`src/hdl/at_command_guard_filter_core_assert.svh`:
```
// Assertion macros shared by the command guard filter RTL.
`ifndef AT_COMMAND_GUARD_FILTER_CORE_ASSERT_SVH
`define AT_COMMAND_GUARD_FILTER_CORE_ASSERT_SVH

// Same-cycle implication, disabled while reset is asserted.
`define ACGF_ASSERT_IMPL(label, clk, rst_n, ante, cons, msg) \
    label: assert property (@(posedge clk) disable iff (!rst_n) (ante) |-> (cons)) \
        else $error(msg);

// Next-cycle implication, disabled while reset is asserted.
`define ACGF_ASSERT_NEXT(label, clk, rst_n, ante, cons, msg) \
    label: assert property (@(posedge clk) disable iff (!rst_n) (ante) |=> (cons)) \
        else $error(msg);

`endif

```
`src/hdl/acgf_pkg.sv`:
```
// Types, codes and character helpers of the command guard filter.
package acgf_pkg;

    localparam int C_LEN_W = 7;

    localparam logic [1:0] V_PASS    = 2'd0;
    localparam logic [1:0] V_REWRITE = 2'd1;
    localparam logic [1:0] V_BLOCK   = 2'd2;

    localparam logic [7:0] C_SEMI    = ";";
    localparam logic [7:0] C_CH_P    = "P";
    localparam logic [7:0] C_CH_ZERO = "0";

    typedef struct packed {
        logic [7:0] data_byte;
        logic       last_byte;
    } t_in_item;

    typedef struct packed {
        logic [7:0] out_byte;
        logic       out_last;
        logic [1:0] verdict;
        logic       too_long;
    } t_out_item;

    typedef struct packed {
        logic [7:0] data_byte;
        logic       last_byte;
        logic       store;
        logic       drop;
    } t_q_item;

    typedef struct packed {
        logic               loading;
        logic [C_LEN_W-1:0] fill;
    } t_back_status;

    function automatic logic [7:0] f_lower(input logic [7:0] c);
        if (c >= "A" && c <= "Z") begin
            return c + 8'd32;
        end
        return c;
    endfunction

    function automatic logic f_is_letter(input logic [7:0] c);
        return (c >= "A" && c <= "Z") || (c >= "a" && c <= "z");
    endfunction

    function automatic logic f_is_blank(input logic [7:0] c);
        return c == " " || c == 8'h09;
    endfunction

    function automatic logic f_is_delim(input logic [7:0] c);
        return c == 8'h0d || c == 8'h0a || c == " " || c == 8'h09 || c == C_SEMI;
    endfunction

    // Lower-case letters of the word WBR.
    function automatic logic [7:0] f_wbr_char(input logic [2:0] n);
        unique case (n)
            3'd0:    return "w";
            3'd1:    return "b";
            3'd2:    return "r";
            default: return 8'h00;
        endcase
    endfunction

    // Lower-case letters of the word SAVCAL.
    function automatic logic [7:0] f_savcal_char(input logic [2:0] n);
        unique case (n)
            3'd0:    return "s";
            3'd1:    return "a";
            3'd2:    return "v";
            3'd3:    return "c";
            3'd4:    return "a";
            3'd5:    return "l";
            default: return 8'h00;
        endcase
    endfunction

endpackage

```
`src/hdl/at_command_guard_filter_core.sv`:
```
// Top level of the command guard filter: front, queue, back and control register.
//
//  channel  | handshake                    | payload
//  ---------+------------------------------+--------------------------
//  in       | i_in_valid / o_in_stall      | i_in_data  (t_in_item)
//  out      | o_out_valid / i_out_stall    | o_out_data (t_out_item)
//  cfg      | i_cfg_valid / o_cfg_ready    | i_cfg_data (rewrite enable)
//
// Bytes are taken one per cycle while the two-entry queue has room.
// After the last byte the scan sequencer walks the buffer through its single read port,
// reading each scanned position and each letter or blank after a command start, and
// writing four bytes for each patched command.
// Emission then sends one byte at a time, holding each byte while the output is stalled.
// Reset clears the fill count, the overflow flag and sets rewriting on.
module at_command_guard_filter_core #(
    parameter int BUF_DEPTH = 64
) (
    input  logic                i_clk,
    input  logic                i_rst_n,
    input  logic                i_in_valid,
    input  acgf_pkg::t_in_item  i_in_data,
    output logic                o_in_stall,
    output logic                o_out_valid,
    output acgf_pkg::t_out_item o_out_data,
    input  logic                i_out_stall,
    input  logic                i_cfg_valid,
    input  logic                i_cfg_data,
    output logic                o_cfg_ready
);

    `include "at_command_guard_filter_core_assert.svh"

    logic                   r_rewrite_en;
    logic                   w_push;
    logic                   w_pop;
    logic                   w_q_full;
    logic                   w_q_empty;
    acgf_pkg::t_q_item      w_front_item;
    acgf_pkg::t_q_item      w_q_item;
    acgf_pkg::t_back_status w_status;

    assign o_cfg_ready = 1'b1;

    always_ff @(posedge i_clk) begin
        if (!i_rst_n) begin
            r_rewrite_en <= 1'b1;
        end else if (i_cfg_valid) begin
            r_rewrite_en <= i_cfg_data;
        end
    end

    acgf_front #(.BUF_DEPTH(BUF_DEPTH)) u_front (
        .i_clk      (i_clk),
        .i_rst_n    (i_rst_n),
        .i_in_valid (i_in_valid),
        .i_in_item  (i_in_data),
        .o_in_stall (o_in_stall),
        .i_q_full   (w_q_full),
        .o_push     (w_push),
        .o_q_item   (w_front_item)
    );

    acgf_queue u_queue (
        .i_clk   (i_clk),
        .i_rst_n (i_rst_n),
        .i_push  (w_push),
        .i_item  (w_front_item),
        .i_pop   (w_pop),
        .o_item  (w_q_item),
        .o_full  (w_q_full),
        .o_empty (w_q_empty)
    );

    acgf_back #(.BUF_DEPTH(BUF_DEPTH)) u_back (
        .i_clk        (i_clk),
        .i_rst_n      (i_rst_n),
        .i_rewrite_en (r_rewrite_en),
        .i_q_empty    (w_q_empty),
        .i_q_item     (w_q_item),
        .o_pop        (w_pop),
        .i_out_stall  (i_out_stall),
        .o_out_valid  (o_out_valid),
        .o_out_item   (o_out_data),
        .o_status     (w_status)
    );

    `ACGF_ASSERT_IMPL(a_no_output_while_loading, i_clk, i_rst_n, w_status.loading, !o_out_valid, "output valid during loading")
    `ACGF_ASSERT_NEXT(a_load_after_last, i_clk, i_rst_n, o_out_valid && !i_out_stall && o_out_data.out_last, w_status.loading && w_status.fill == '0, "buffer not released after last item")
    `ACGF_ASSERT_IMPL(a_fill_bound, i_clk, i_rst_n, 1'b1, w_status.fill <= BUF_DEPTH, "fill count beyond buffer depth")

endmodule

```
`src/hdl/acgf_queue.sv`:
```
// Two-entry queue of classified items between the front and the back.
module acgf_queue (
    input  logic              i_clk,
    input  logic              i_rst_n,
    input  logic              i_push,
    input  acgf_pkg::t_q_item i_item,
    input  logic              i_pop,
    output acgf_pkg::t_q_item o_item,
    output logic              o_full,
    output logic              o_empty
);

    acgf_pkg::t_q_item r_slot [2];
    logic              r_wp;
    logic              r_rp;
    logic [1:0]        r_cnt;

    assign o_full  = r_cnt == 2'd2;
    assign o_empty = r_cnt == 2'd0;
    assign o_item  = r_slot[r_rp];

    always_ff @(posedge i_clk) begin
        if (i_push) begin
            r_slot[r_wp] <= i_item;
        end
    end

    always_ff @(posedge i_clk) begin
        if (!i_rst_n) begin
            r_wp  <= 1'b0;
            r_rp  <= 1'b0;
            r_cnt <= 2'd0;
        end else begin
            if (i_push) begin
                r_wp <= ~r_wp;
            end
            if (i_pop) begin
                r_rp <= ~r_rp;
            end
            if (i_push && !i_pop) begin
                r_cnt <= r_cnt + 2'd1;
            end else if (!i_push && i_pop) begin
                r_cnt <= r_cnt - 2'd1;
            end
        end
    end

endmodule

```
`src/hdl/acgf_front.sv`:
```
// Input side: accepts bytes and marks each one as stored or dropped.
module acgf_front #(
    parameter int BUF_DEPTH = 64
) (
    input  logic               i_clk,
    input  logic               i_rst_n,
    input  logic               i_in_valid,
    input  acgf_pkg::t_in_item i_in_item,
    output logic               o_in_stall,
    input  logic               i_q_full,
    output logic               o_push,
    output acgf_pkg::t_q_item  o_q_item
);

    localparam int LW = $clog2(BUF_DEPTH + 1);

    logic [LW-1:0] r_cnt;
    logic          w_store;

    assign w_store    = r_cnt < LW'(BUF_DEPTH);
    assign o_in_stall = i_q_full;
    assign o_push     = i_in_valid && !i_q_full;

    assign o_q_item.data_byte = i_in_item.data_byte;
    assign o_q_item.last_byte = i_in_item.last_byte;
    assign o_q_item.store     = w_store;
    assign o_q_item.drop      = !w_store;

    always_ff @(posedge i_clk) begin
        if (!i_rst_n) begin
            r_cnt <= '0;
        end else if (o_push) begin
            if (i_in_item.last_byte) begin
                r_cnt <= '0;
            end else if (w_store) begin
                r_cnt <= r_cnt + LW'(1);
            end
        end
    end

endmodule

```
`src/hdl/acgf_back.sv`:
```
// Back side: chunk buffer, command scan sequencer and byte emitter.
module acgf_back #(
    parameter int BUF_DEPTH = 64
) (
    input  logic                   i_clk,
    input  logic                   i_rst_n,
    input  logic                   i_rewrite_en,
    input  logic                   i_q_empty,
    input  acgf_pkg::t_q_item      i_q_item,
    output logic                   o_pop,
    input  logic                   i_out_stall,
    output logic                   o_out_valid,
    output acgf_pkg::t_out_item    o_out_item,
    output acgf_pkg::t_back_status o_status
);

    localparam int AW = (BUF_DEPTH > 1) ? $clog2(BUF_DEPTH) : 1;
    localparam int LW = $clog2(BUF_DEPTH + 1);

    typedef enum logic [3:0] {
        S_LOAD, S_LOOP, S_C0, S_C1, S_CHK, S_SK_RD, S_SK_CHK,
        S_W_RD, S_W_CHK, S_PATCH, S_E_RD, S_E_LD, S_E_WAIT
    } t_state;

    typedef enum logic [1:0] {PH_J, PH_K, PH_M} t_phase;

    logic [7:0]          mem [BUF_DEPTH];
    logic [7:0]          r_rd;

    t_state              r_state;
    t_phase              r_phase;
    logic [LW-1:0]       r_len;
    logic                r_ovf;
    logic [LW-1:0]       r_i;
    logic [LW-1:0]       r_j;
    logic [LW-1:0]       r_k;
    logic [LW-1:0]       r_p;
    logic [LW-1:0]       r_n;
    logic [2:0]          r_wn;
    logic                r_mw;
    logic                r_ms;
    logic                r_is_st;
    logic                r_delim;
    logic [7:0]          r_c0;
    logic [7:0]          r_l1;
    logic [7:0]          r_l3;
    logic [7:0]          r_l4;
    logic [1:0]          r_pc;
    logic [1:0]          r_verdict;
    logic                r_out_valid;
    acgf_pkg::t_out_item r_out;

    logic [AW-1:0]       w_ra;
    logic                w_we;
    logic [AW-1:0]       w_wa;
    logic [7:0]          w_wd;
    logic [LW-1:0]       w_i1;
    logic [LW-1:0]       w_n1;
    logic                w_end;
    logic [7:0]          w_lc;
    logic [7:0]          w_c;
    logic                w_more;
    logic                w_wblk;
    logic                w_mw;
    logic                w_ms;
    logic [7:0]          w_c0l;
    logic                w_at;
    logic                w_st;

    assign w_i1   = r_i + LW'(1);
    assign w_n1   = r_n + LW'(1);
    assign w_end  = r_p >= r_len;
    assign w_lc   = acgf_pkg::f_lower(r_rd);
    assign w_c    = w_end ? 8'h00 : w_lc;
    assign w_more = ({1'b0, r_i} + (LW + 1)'(1)) < {1'b0, r_len};
    assign w_c0l  = acgf_pkg::f_lower(r_c0);
    assign w_at   = w_c0l == "a" && w_lc == "t";
    assign w_st   = w_c0l == "s" && w_lc == "t";
    assign o_pop  = (r_state == S_LOAD) && !i_q_empty;

    assign o_out_valid      = r_out_valid;
    assign o_out_item       = r_out;
    assign o_status.loading = r_state == S_LOAD;
    assign o_status.fill    = (acgf_pkg::C_LEN_W)'(r_len);

    always_comb begin
        w_wblk = ((r_wn == 3'd3) && r_mw && (w_end || !acgf_pkg::f_is_letter(r_rd))) ||
                 ((r_wn == 3'd6) && r_ms && (w_end || !acgf_pkg::f_is_letter(r_rd)));
        w_mw   = (r_wn < 3'd3) && r_mw && !w_end && (w_lc == acgf_pkg::f_wbr_char(r_wn));
        w_ms   = (r_wn < 3'd6) && r_ms && !w_end && (w_lc == acgf_pkg::f_savcal_char(r_wn));
    end

    always_comb begin
        w_ra = r_p[AW-1:0];
        w_we = 1'b0;
        w_wa = r_len[AW-1:0];
        w_wd = i_q_item.data_byte;
        unique case (r_state)
            S_LOAD: begin
                w_we = o_pop && i_q_item.store;
            end
            S_C0:     w_ra = r_i[AW-1:0];
            S_C1:     w_ra = w_i1[AW-1:0];
            S_PATCH: begin
                w_we = 1'b1;
                unique case (r_pc)
                    2'd0: begin
                        w_wa = r_i[AW-1:0];
                        w_wd = "A";
                    end
                    2'd1: begin
                        w_wa = w_i1[AW-1:0];
                        w_wd = "T";
                    end
                    2'd2: begin
                        w_wa = r_j[AW-1:0];
                        w_wd = r_l3;
                    end
                    default: begin
                        w_wa = r_k[AW-1:0];
                        w_wd = r_l4;
                    end
                endcase
            end
            S_E_RD:   w_ra = r_n[AW-1:0];
            S_E_WAIT: w_ra = w_n1[AW-1:0];
            default:  w_ra = r_p[AW-1:0];
        endcase
    end

    always_ff @(posedge i_clk) begin
        if (w_we) begin
            mem[w_wa] <= w_wd;
        end
        r_rd <= mem[w_ra];
    end

    always_ff @(posedge i_clk) begin
        if (!i_rst_n) begin
            r_state     <= S_LOAD;
            r_len       <= '0;
            r_ovf       <= 1'b0;
            r_out_valid <= 1'b0;
        end else begin
            unique case (r_state)
                S_LOAD: begin
                    if (o_pop) begin
                        if (i_q_item.store) begin
                            r_len <= r_len + LW'(1);
                        end
                        if (i_q_item.drop) begin
                            r_ovf <= 1'b1;
                        end
                        if (i_q_item.last_byte) begin
                            r_i       <= '0;
                            r_delim   <= 1'b1;
                            r_verdict <= acgf_pkg::V_PASS;
                            r_state   <= S_LOOP;
                        end
                    end
                end
                S_LOOP: begin
                    if (w_more) begin
                        r_state <= S_C0;
                    end else begin
                        r_n     <= '0;
                        r_state <= S_E_RD;
                    end
                end
                S_C0: r_state <= S_C1;
                S_C1: begin
                    r_c0    <= r_rd;
                    r_state <= S_CHK;
                end
                S_CHK: begin
                    if ((w_at || w_st) && r_delim) begin
                        r_is_st <= w_st;
                        r_delim <= 1'b0;
                        r_p     <= r_i + LW'(2);
                        r_phase <= PH_J;
                        r_state <= S_SK_RD;
                    end else begin
                        r_delim <= acgf_pkg::f_is_delim(r_c0);
                        r_i     <= w_i1;
                        r_state <= S_LOOP;
                    end
                end
                S_SK_RD: r_state <= S_SK_CHK;
                S_SK_CHK: begin
                    if (!w_end && acgf_pkg::f_is_blank(r_rd)) begin
                        r_p     <= r_p + LW'(1);
                        r_state <= S_SK_RD;
                    end else begin
                        unique case (r_phase)
                            PH_J: begin
                                if (w_end) begin
                                    r_n     <= '0;
                                    r_state <= S_E_RD;
                                end else begin
                                    r_j  <= r_p;
                                    r_l1 <= w_c;
                                    if (r_is_st) begin
                                        r_wn    <= 3'd0;
                                        r_mw    <= 1'b1;
                                        r_ms    <= 1'b1;
                                        r_state <= S_W_RD;
                                    end else begin
                                        r_p     <= r_p + LW'(1);
                                        r_phase <= PH_K;
                                        r_state <= S_SK_RD;
                                    end
                                end
                            end
                            PH_K: begin
                                r_k <= r_p;
                                if ((r_l1 == "s" && w_c == "p") ||
                                    (r_l1 == "m" && w_c == "1")) begin
                                    r_verdict <= acgf_pkg::V_REWRITE;
                                    if (i_rewrite_en) begin
                                        r_l3    <= (r_l1 == "s") ? "T" : "M";
                                        r_l4    <= (r_l1 == "s") ? acgf_pkg::C_CH_P
                                                                 : acgf_pkg::C_CH_ZERO;
                                        r_pc    <= 2'd0;
                                        r_state <= S_PATCH;
                                    end else begin
                                        r_i     <= r_p + LW'(1);
                                        r_state <= S_LOOP;
                                    end
                                end else if (r_l1 == "p" && w_c == "p") begin
                                    r_p     <= r_p + LW'(1);
                                    r_phase <= PH_M;
                                    r_state <= S_SK_RD;
                                end else if ((r_l1 == "s" && w_c == "d") ||
                                             (r_l1 == "c" && w_c == "v")) begin
                                    r_verdict <= acgf_pkg::V_BLOCK;
                                    r_n       <= '0;
                                    r_state   <= S_E_RD;
                                end else begin
                                    r_i     <= w_i1;
                                    r_state <= S_LOOP;
                                end
                            end
                            default: begin
                                if (w_c == "s") begin
                                    r_i     <= r_p + LW'(1);
                                    r_state <= S_LOOP;
                                end else begin
                                    r_verdict <= acgf_pkg::V_BLOCK;
                                    r_n       <= '0;
                                    r_state   <= S_E_RD;
                                end
                            end
                        endcase
                    end
                end
                S_W_RD: r_state <= S_W_CHK;
                S_W_CHK: begin
                    if (w_wblk) begin
                        r_verdict <= acgf_pkg::V_BLOCK;
                        r_n       <= '0;
                        r_state   <= S_E_RD;
                    end else if (!w_mw && !w_ms) begin
                        r_i     <= w_i1;
                        r_state <= S_LOOP;
                    end else begin
                        r_mw <= w_mw;
                        r_ms <= w_ms;
                        r_wn <= r_wn + 3'd1;
                        if (!w_end) begin
                            r_p <= r_p + LW'(1);
                        end
                        r_state <= S_W_RD;
                    end
                end
                S_PATCH: begin
                    r_pc <= r_pc + 2'd1;
                    if (r_pc == 2'd3) begin
                        r_i     <= r_k + LW'(1);
                        r_state <= S_LOOP;
                    end
                end
                S_E_RD: r_state <= S_E_LD;
                S_E_LD: begin
                    r_out.out_byte <= r_rd;
                    r_out.out_last <= w_n1 == r_len;
                    r_out.verdict  <= r_verdict;
                    r_out.too_long <= r_ovf;
                    r_out_valid    <= 1'b1;
                    r_state        <= S_E_WAIT;
                end
                S_E_WAIT: begin
                    if (!i_out_stall) begin
                        r_out_valid <= 1'b0;
                        if (r_out.out_last) begin
                            r_len   <= '0;
                            r_ovf   <= 1'b0;
                            r_state <= S_LOAD;
                        end else begin
                            r_n     <= w_n1;
                            r_state <= S_E_LD;
                        end
                    end
                end
                default: r_state <= S_LOAD;
            endcase
        end
    end

endmodule
```
`config.mk`:
```
export PLATFORM = sky130hd
export DESIGN_NAME = at_command_guard_filter_core
export DESIGN_NICKNAME = d
export VERILOG_FILES = /design/src/hdl/acgf_pkg.sv /design/src/hdl/at_command_guard_filter_core.sv /design/src/hdl/acgf_queue.sv /design/src/hdl/acgf_front.sv /design/src/hdl/acgf_back.sv
export VERILOG_INCLUDE_DIRS = /design/src /design/src/hdl
export SDC_FILE = /design/constraint.sdc
export NUM_CORES = 1
export LEC_CHECK = 0
export BUFFER_PORTS_ARGS = -buffer_cell sky130_fd_sc_hd__buf_4
export CORE_MARGIN = 4
export CORE_UTILIZATION = 37
export CTS_BUF_LIST = sky130_fd_sc_hd__clkbuf_8
export CTS_CLUSTER_DIAMETER = 150
export CTS_CLUSTER_SIZE = 28
export DETAILED_ROUTE_END_ITERATION = 6
export GPL_TIMING_DRIVEN = 0
export PLACE_DENSITY = 0.53
export RECOVER_POWER = 100
export SYNTH_ARGS = -nofsm -noshare
export SYNTH_HDL_FRONTEND = slang
export SYNTH_HIERARCHICAL = 1
export SYNTH_SLANG_ARGS = --single-unit
```
`constraint.sdc`:
```
create_clock -name i_clk -period 7.2 [get_ports i_clk]
set_clock_uncertainty 0.1 [all_clocks]
set_input_delay 1.44 -clock i_clk [delete_from_list [all_inputs] [get_ports i_clk]]
set_output_delay 1.44 -clock i_clk [all_outputs]
set_load 0.02 [all_outputs]
```
==> results_dict.tcl, run 1 <==
set metrics [dict create \
    slew_headroom -0.939 \
    tightest_slew_ns 2.91 \
    yosysWarningCount 6 \
    final_common_cell "edfxtp_1" \
    critPathMaxStageDelay_ns 2.17 \
    io_buffers 20 \
    worstPathArrival_ns 5.79 \
    hold_class "reg2reg" \
    ant_nets 0 \
    synth_edf_count 611 \
    setup_viol 0 \
    die_h_microns 288 \
    synthCells 2184 \
    max_cap_viol_count 4 \
    row_count 102 \
    violations "max-capacitance violations, max-slew violations" \
    ys_types 89 \
    clockBufferDepth 3 \
    powerDensity_mw_per_mm2 253 \
    hold_violations 0 \
    clkSlewWorstSetupHoldPaths_ns 0.18 \
    cts.sinks 645 \
    io_pins 30 \
    crit_chain "clkbuf_1, clkbuf_1, nor2_1, nand3_1, clkbuf_1, clkbuf_1, a21o_1" \
    coreArea_sq_mm 0.0775 \
    fillers 7252 \
    grt_use_total 0.203 \
    regToRegSetupSlack_ns 1.36 \
    drt_first_pass_iters 5 \
    clockRootBuffer "clkbuf_8" \
    numCtsBuffers 27 \
    reg2reg_depth 7 \
    ys_seq_area_frac 0.657 \
    post-dp-hpwl_microns 60100 \
    path_class "reg2reg" \
    critPathBufInv 4 \
    outcome "complete, but fails checks" \
    drt_iter0_markers 2144 \
    syn2layout_area_growth_pct 7.09 \
    rsz0062_at_grt "no" \
    cts_max_level 1 \
    min_to "u_back/o_out_item[0]$_DFFE_PP_" \
    crit_required_ns 7.15 \
    ys_async_sr_fraction 0 \
    vias 19113 \
    post_cts_buffers 0 \
    cts_tree "done" \
    first_global_vias 18714 \
    antenna_found_initial 4 \
    avgViaCountPerCell 5.77 \
    synthesis.area_sq_mm 0.0289 \
    dp.cells 3263 \
    start_util 0.374 \
    postLayoutSetupSlackWorst_ns 1.36 \
    route.detailed.drc 0 \
    insertion_delay_ns 0.73 \
    drv_slew 106 \
    gp_congestion 0.906 \
    instances_no_fill 3314 \
    total_power_mw 7.83 \
    holdBufCountCts 0 \
    crit_slowest_cell "a21o_1" \
    layout_common_cells "611 x edfxtp_1, 194 x nand2_1, 164 x nor2_1" \
    die_w_microns 288 \
    vdd.ir_drop.worst_v 0.000124 \
    synth_area_per_cell_sq_um 13.3 \
    wl_microns 85700 \
    overflow 0 \
    p_leak_nw 10.1 \
    fin_crit_ns 5.84 \
    tns_ns 0 \
    critPathCaptureType "register" \
    nets 2299 \
    finalCritPeriodShare 0.811 \
    ys_ff_latch 645 \
    worstReg2RegStart "u_back/r_state[1]$_SDFFE_PN0P_" \
    wire_per_inst_microns 25.9 \
    hold-path-cell-count 0 \
    syn-num-nets 2231 \
    place_ws_ns 2.40 \
    grt_max_degree 65 \
    dieArea_sq_mm 0.0828 \
    grt_pass1_wl_microns 125000 \
    path_delay_family "compound AO/OA/AOI/OAI gates" \
    ctsResizeCount 0 \
    crit_top_cell "clkbuf_1" \
    synth_ff_type "edfxtp_1" \
    r2r_end "u_back/mem[41][2]$_DFFE_PP_" \
    drive_gt1_frac 0.0739 \
    fmax_mhz 171 \
    critPathLaunchType "register" \
    crit_fanout 64 \
    min_from "u_back/r_ovf$_SDFFE_PN0P_" \
]
report_power, final:
group          leakage (nW)  internal, mW  switching (mW)
Sequential             5.78          4.49          0.0863
Clock                 0.317         0.363            1.10
Combinational          4.02         0.518            1.27
Total                  10.1          5.37            2.46
stage by stage:
stage	utilization	cell area, sq um	hold WS, ns
2_1_floorplan	-	28900	0.300
3_3_place_gp	0.392	30400	0.306
6_report	0.400	31000	0.359
3_5_place_dp	0.398	30800	0.319
4_1_cts	0.404	31300	0.358
5_1_grt	0.400	31000	0.376
per-layer routing:
layer  up-vias  part of all wire  track usage
met5         -                 0            0
met4         0             0.042       0.0771
met1      9646              0.42        0.275
met2       765              0.46        0.325
li1       8550                 -            -
met3       152             0.074       0.0375
cells by family (layout without fill, tap and decap cells):
family,count (synthesis),count (layout),synth area share
flip-flops,645,645,0.657
AO/OA/AOI/OAI,445,445,0.111
AND/OR/NAND/NOR,729,729,0.128
other,1,3,0.000130
buffers and inverters,189,277,0.0315
adder cells (fa/ha/maj),32,32,0.0138
XOR/XNOR,43,43,0.0137
multiplexers,100,100,0.0440
sequential cells by signal, summed over array words and instances (netlist names), 3 cells and up, named ones only:
name,flops
u_back/r_c0,8
u_back/r_state,4
u_back/r_len,7
u_back/r_n,7
u_back/mem,512
u_back/r_k,7
u_back/r_j,6
u_back/r_i,7
u_back/r_p,7
u_back/r_wn,3
u_back/r_l1,8
u_front/r_cnt,7
u_back/r_rd,8
u_queue/r_slot,22
u_back/o_out_item,12
synth_stat cells (12+ instances only):
cell type | number | area (sq um)
a31oi_1 | 20 | 125
a311o_1 | 17 | 170
edfxtp_1 | 611 | 18300
or3_1 | 12 | 75.1
buf_2 | 32 | 160
mux4_2 | 18 | 405
a21oi_1 | 39 | 195
xor2_1 | 19 | 166
nor3b_1 | 19 | 143
nor3_1 | 27 | 135
buf_4 | 21 | 158
ha_1 | 32 | 400
o21ai_0 | 86 | 430
dfxtp_1 | 34 | 681
nand2_1 | 194 | 728
nor2b_1 | 14 | 87.6
a221oi_1 | 19 | 166
a211oi_1 | 120 | 901
mux2_2 | 38 | 428
nor4_1 | 14 | 87.6
xnor2_1 | 23 | 201
inv_1 | 33 | 124
clkbuf_1 | 82 | 308
mux2i_1 | 44 | 440
and3_1 | 129 | 807
nand3_1 | 72 | 360
o211ai_1 | 30 | 225
nor2_1 | 164 | 616
and2_1 | 18 | 113
worst reg2reg max path: stages (launching register included):
cell and delay [ns]:
dfxtp_1 0.35, clkbuf_1 0.40, clkbuf_1 0.41, nor2_1 0.21, nand3_1 0.37, clkbuf_1 0.59
clkbuf_1 0.52, a21o_1 2.17
final cells by class:
| type | instances | area, sq um | area share |
|---|---|---|---|
| Antenna cell | 2 | 5.00 | 0.000161 |
| Buffer | 154 | 744 | 0.0240 |
| Clock buffer | 27 | 372 | 0.0120 |
| Clock inverter | 22 | 109 | 0.00351 |
| Inverter | 35 | 131 | 0.00424 |
| Multi-Input combinational cell | 1350 | 8980 | 0.290 |
| Sequential cell | 645 | 19000 | 0.614 |
| Tap cell | 1040 | 1300 | 0.0420 |
| Timing Repair Buffer | 39 | 322 | 0.0104 |
how the worst max path moves through the flow:
stage	slack, ns	start	cells past startpoint	to
2_1_floorplan	2.11	u_back/r_state[3]$_SDFFE_PN0P_	7	u_back/mem[0][0]$_DFFE_PP_
3_3_place_gp	-4.49	u_back/r_state[3]$_SDFFE_PN0P_	7	u_back/mem[34][0]$_DFFE_PP_
3_5_place_dp	2.40	u_back/r_i[1]$_DFFE_PP_	9	u_back/r_rd[7]$_DFF_P_
4_1_cts	2.34	u_back/r_i[1]$_DFFE_PP_	9	u_back/r_rd[7]$_DFF_P_
5_1_grt	1.12	u_back/r_state[1]$_SDFFE_PN0P_	7	u_back/mem[41][2]$_DFFE_PP_
6_report	1.36	u_back/r_state[1]$_SDFFE_PN0P_	7	u_back/mem[41][2]$_DFFE_PP_
(Power assumes the default switching activity.)
==> inputs of run 2 (changes only) <==
- ABC_AREA: not set -> 1
- PLACE_DENSITY: 0.53 -> 0.55
- clock period: 7.2 -> 4.76 ns (I/O delays scaled with it)
==> run 2 against run 1 <==
Compared with the run above: the flow still finishes with violations (max-capacitance violations, max-slew violations); die area increased by 3.4%; non-clock buffer count decreased by 12; register-to-register slack got worse by 1.2 ns; count of clock-buffer cells in the layout unchanged; first-iteration DRC count decreased by 8.7%; critical path depth increased by 4; flip-flop and latch count unchanged; critical path type unchanged.
==> results_dict.tcl, run 2 <==
set metrics [dict create \
    worstReg2RegStart "u_back/r_state[3]$_SDFFE_PN0P_" \
    overflow 0 \
    grt_use_total 0.189 \
    outcome "complete, but fails checks" \
    numCtsBuffers 27 \
    cts_max_level 1 \
    wl_microns 82800 \
    drt_iter0_markers 1957 \
    hold_class "in2reg" \
    gp_congestion 0.890 \
    vdd.ir_drop.worst_v 0.000265 \
    drt_first_pass_iters 7 \
    total_power_mw 13.6 \
    crit_path_start "u_back/r_state[3]$_SDFFE_PN0P_" \
    dieArea_sq_mm 0.0856 \
    r2r_end "u_back/mem[17][5]$_DFFE_PP_" \
    final_common_cell "nand2_1" \
    nets 3056 \
    clkSlewWorstSetupHoldPaths_ns 0.18 \
    ys_async_sr_fraction 0 \
    worstPathArrival_ns 4.88 \
    ys_ff_latch 645 \
    antenna_found_initial 2 \
    hold_violations 0 \
    yosysTopAreaCell "edfxtp_1" \
    insertion_delay_ns 0.73 \
    critPathCaptureType "register" \
    cts_tree "done" \
    largest_register_ffs 512 \
    path_class "reg2reg" \
    max_cap_viol_count 3 \
    clockBufferDepth 3 \
    die_h_microns 293 \
    p_leak_nw 12.3 \
    drive_gt1_frac 0.0558 \
    vias 20801 \
    drv_slew 116 \
    max_flop_register "u_back/mem" \
    min_from "i_cfg_data" \
    start_util 0.373 \
    synth_area_per_cell_sq_um 10.2 \
    avgViaCountPerCell 5.08 \
    die_w_microns 293 \
    synthCells 2939 \
    coreArea_sq_mm 0.0804 \
    post-dp-hpwl_microns 58800 \
    hold-path-cell-count 3 \
    violations "max-capacitance violations, max-slew violations" \
    io_buffers 20 \
    synth_common_cells "732 x nand2_1, 611 x edfxtp_1, 382 x nand3_1" \
    regToRegSetupSlack_ns 0.13 \
    finalCritPeriodShare 0.972 \
    powerDensity_mw_per_mm2 424 \
    cts.sinks 645 \
    ys_types 55 \
    grt_pass1_wl_microns 122000 \
    syn2layout_area_growth_pct 7.15 \
    tns_ns 0 \
    postLayoutSetupSlackWorst_ns 0.132 \
    yosysWarningCount 6 \
    synth.area.top_cells "edfxtp_1 61%, nand2_1 9.2%, nand3_1 6.4%, inv_1 4.3%, nor2_1 2.6%" \
    slew_headroom -0.176 \
    crit_required_ns 5.02 \
    synth_ff_type "edfxtp_1" \
    clockRootBuffer "clkbuf_8" \
    holdBufCountCts 0 \
    setup_viol 0 \
    first_global_vias 19423 \
    fin_crit_ns 4.63 \
    syn-num-nets 2986 \
    route.detailed.drc 0 \
    ys_seq_area_frac 0.635 \
    fmax_mhz 216 \
    rsz0062_at_grt "yes" \
    min_to "r_rewrite_en$_SDFFE_PN1P_" \
    synthesis.area_sq_mm 0.0300 \
    wire_per_inst_microns 20.2 \
    ant_nets 0 \
    synth_top_area_frac 0.612 \
    layout_common_cells "731 x nand2_1, 611 x edfxtp_1, 383 x nand3_1" \
    tightest_slew_ns 1.76 \
    row_count 104 \
    synth_edf_count 611 \
    yosysMostFrequentCell "nand2_1" \
    crit_fanout 10 \
    post_cts_buffers 0 \
    critPathLaunchType "register" \
    io_pins 30 \
    reg2reg_depth 11 \
    grt_max_degree 65 \
    place_ws_ns 0.300 \
]
==> run 2: how the worst max path moves through the flow <==
stage | to | slack, ns
final | u_back/mem[17][5]$_DFFE_PP_ | 0.13
after floorplan | u_back/mem[0][2]$_DFFE_PP_ | 0.26
after global placement | u_back/mem[16][2]$_DFFE_PP_ | -6.27
after global routing | u_back/mem[17][5]$_DFFE_PP_ | -0.08
after CTS | u_back/mem[17][3]$_DFFE_PP_ | 0.25
after detailed placement | u_back/mem[17][1]$_DFFE_PP_ | 0.30
==> run 2: critical path, cell delays in order (launching register included) <==
cell and delay [ns]:
dfxtp_1 0.47, inv_2 0.08, nor2_1 0.17, inv_1 0.14, nor2_2 0.39, inv_1 0.16, nor2_2 0.51, inv_1 0.31
o21a_1 0.28, nor2_1 0.14, nand2_1 0.63, nor2_1 0.86
==> run 2: routing by layer <==
metal / share of wire / global-route usage
met5: 0.00016 / 0
met2: 0.48 / 0.321
met3: 0.062 / 0.0221
met4: 0.024 / 0.0428
met1: 0.43 / 0.261
==> run 2: cell type report <==
class | instances | area (sq um)
Antenna cell | 1 | 2.50
Multi-Input combinational cell | 1798 | 8850
Fill cell | 8013 | 48300
Inverter | 356 | 1340
Buffer | 140 | 739
Clock buffer | 27 | 372
Clock inverter | 23 | 115
Sequential cell | 645 | 19000
Timing Repair Buffer | 41 | 332
Tap cell | 1060 | 1330
==> run 2: stage by stage <==
step	std cells	hold WS (ns)	area (sq um)	util
after floorplan	2939	0.300	30000	-
after detailed placement	4040	0.309	31900	0.396
after global routing	4091	0.271	32100	0.399
final	4091	0.328	32100	0.399
after global placement	4019	0.308	31400	0.391
after CTS	4090	0.244	32400	0.403
==> run 2: repair_timing <==
action,in CTS,in global routing
endpoints found under the setup margin,0,24
resized for setup,0,1
endpoints found under the hold margin,0,0
==> run 2: cells by family after synthesis <==
group	after synthesis	share of synthesized area
compound gates	235	0.0474
xor+xnor	27	0.00789
fa+ha+maj	32	0.0134
buf+inv	496	0.0696
flops	645	0.635
mux	11	0.00539
other cells	1	0.000125
simple gates	1492	0.221
==> run 2: where the power goes <==
part           total, mW  switching, mW  internal, mW
Combinational       4.32           3.18          1.14
Sequential          7.07          0.175          6.89
Clock               2.21           1.66         0.554
Total               13.6           5.01          8.59
==> inputs of run 3 (changes only) <==
- CAP_MARGIN: not set -> 10
- CORE_UTILIZATION: 37 -> 45
- PLACE_DENSITY: 0.55 -> 0.64
- clock period: 4.76 -> 3.9 ns (I/O delays scaled with it)
==> run 3 against run 2 <==
Compared with the run above: the flow finishes with violations (max-capacitance violations, max-slew violations, negative setup slack); flip-flop and latch count stayed put; routed wire length is 1.0% higher; fmax is 18% higher; register-to-register slack worse by 0.17 ns; combinational power is 24% higher; critical path depth stayed put; sequential power is 22% higher; sequential share of layout area is 0.40 points lower.
==> results_dict.tcl, run 3 (synthesized netlist as in run 2, its figures left out) <==
set metrics [dict create \
    insertion_delay_ns 0.74 \
    grt_use_total 0.231 \
    violations "max-capacitance violations, max-slew violations, negative setup slack" \
    p_leak_nw 12.3 \
    setup_viol 8 \
    grt_max_degree 65 \
    critPathCaptureType "register" \
    die_h_microns 266 \
    holdBufCountCts 0 \
    largest_register_ffs 512 \
    outcome "complete, but fails checks" \
    dr_wl_met3_microns 6830 \
    overflow 0 \
    crit_fanout 8 \
    drive_gt1_frac 0.0874 \
    row_count 94 \
    final_common_cell "nand2_1" \
    post-dp-hpwl_microns 59300 \
    cts_max_level 1 \
    layout_common_cells "716 x nand2_1, 611 x edfxtp_1, 382 x nand3_1" \
    max_flop_register "u_back/mem" \
    first_global_vias 20550 \
    wire_per_inst_microns 21.5 \
    placed_area_sq_mm 0.0316 \
    slew_headroom -0.145 \
    io_pins 30 \
    io_buffers 20 \
    coreArea_sq_mm 0.0659 \
    clkSlewWorstSetupHoldPaths_ns 0.19 \
    finalCritPeriodShare 1.01 \
    die_w_microns 266 \
    start_util 0.455 \
    drt_iter0_markers 2333 \
    dieArea_sq_mm 0.0708 \
    wl_microns 83700 \
    wl_met2_microns 39000 \
    fin_area_sq_mm 0.0323 \
    worstReg2RegStart "u_back/r_state[3]$_SDFFE_PN0P_" \
    worstPathArrival_ns 4.22 \
    drv_slew 30 \
    clockRootBuffer "clkbuf_8" \
    clockBufferDepth 3 \
    hold_violations 0 \
    drt-met1-wl_microns 36100 \
    nets 3057 \
    tightest_slew_ns 1.72 \
    crit_required_ns 4.19 \
    powerDensity_mw_per_mm2 517 \
    vias 21679 \
    dr.max_layer_used "met4" \
    postLayoutSetupSlackWorst_ns -0.0332 \
    numCtsBuffers 27 \
    antenna_found_initial 1 \
    crit_path_start "u_back/r_state[3]$_SDFFE_PN0P_" \
    instances_no_fill 3898 \
    regToRegSetupSlack_ns -0.03 \
    route.detailed.drc 0 \
    vdd.ir_drop.worst_v 0.000476 \
    syn2layout_area_growth_pct 7.87 \
    cts_tree "done" \
    drt_first_pass_iters 5 \
    grt_pass1_wl_microns 125000 \
    total_power_mw 16.7 \
    cts.sinks 645 \
    min_from "i_in_data[7]" \
    dp.cells 3843 \
    ant_nets 0 \
    fin_crit_ns 3.93 \
    gp_congestion 0.965 \
    fmax_mhz 254 \
    path_class "reg2reg" \
    rsz0062_at_grt "yes" \
    hold_class "in2reg" \
    avgViaCountPerCell 5.56 \
    critPathLaunchType "register" \
    max_cap_viol_count 1 \
]
## run 3: cell types whose count changed in the layout (fill, tap and decap cells not counted), sizes merged
cell,delta
clkbuf,+7
buf,-6
diode,+2
clkinv,+1
clkinvlp,-1
## run 3: repair_timing
item	in CTS	in global routing
resized for setup	82	69
setup endpoints to repair	528	533
setup buffers	0	2
pin swaps	0	1
gates cloned	0	0
## run 3: per-stage QoR
stage / hold WS [ns] / worst slack [ns] / utilization / setup TNS [ns]
6_report: 0.137 / -0.0332 / 0.491 / -0.254
5_1_grt: 0.0771 / -0.162 / 0.491 / -17.18
4_1_cts: 0.0689 / -0.0529 / 0.491 / -0.706
3_5_place_dp: 0.308 / -0.448 / 0.480 / -132.96
3_3_place_gp: 0.304 / -4.47 / 0.474 / -1369.31
2_1_floorplan: 0.300 / 0.0428 / - / 0
## run 3: where the power goes
group / switching [mW] / internal [mW]
logic: 4.00 / 1.35
clock network: 2.04 / 0.679
registers: 0.223 / 8.41
total: 6.26 / 10.4
## run 3: layout make-up
cell class	instances	area, sq um
fill	6053	33500
multi-input combinational	1798	9390
sequential	645	19000
timing repair buffer	42	253
clock inverter	23	116
inverter	356	1340
clock buffer	27	372
buffer	140	738
tap	864	1080
antenna	3	7.51
## run 3: worst paths after layout
path / cells past startpoint / end
max reg2reg: 11 / u_back/mem[48][7]$_DFFE_PP_
min: 1 / u_queue/r_slot[1][9]$_DFFE_PP_
min reg2reg: 0 / u_back/o_out_item[1]$_DFFE_PP_
max: 11 / u_back/mem[48][7]$_DFFE_PP_
## run 3: critical path, stage by stage, from the launching register on
cell	delay (ns)
dfxtp_1	0.46
inv_2	0.08
nor2_1	0.15
inv_1	0.14
nor2_2	0.34
inv_1	0.20
or2_2	0.35
a21oi_1	0.15
a21oi_1	0.08
nor2_1	0.39
nand2_2	0.55
nor2_2	0.58
## run 3: layer usage
metal / vias to the layer above / global-route usage
met5: - / 0
met4: 0 / 0.0497
met2: 862 / 0.380
met3: 93 / 0.0308
li1: 10088 / -
met1: 10636 / 0.331
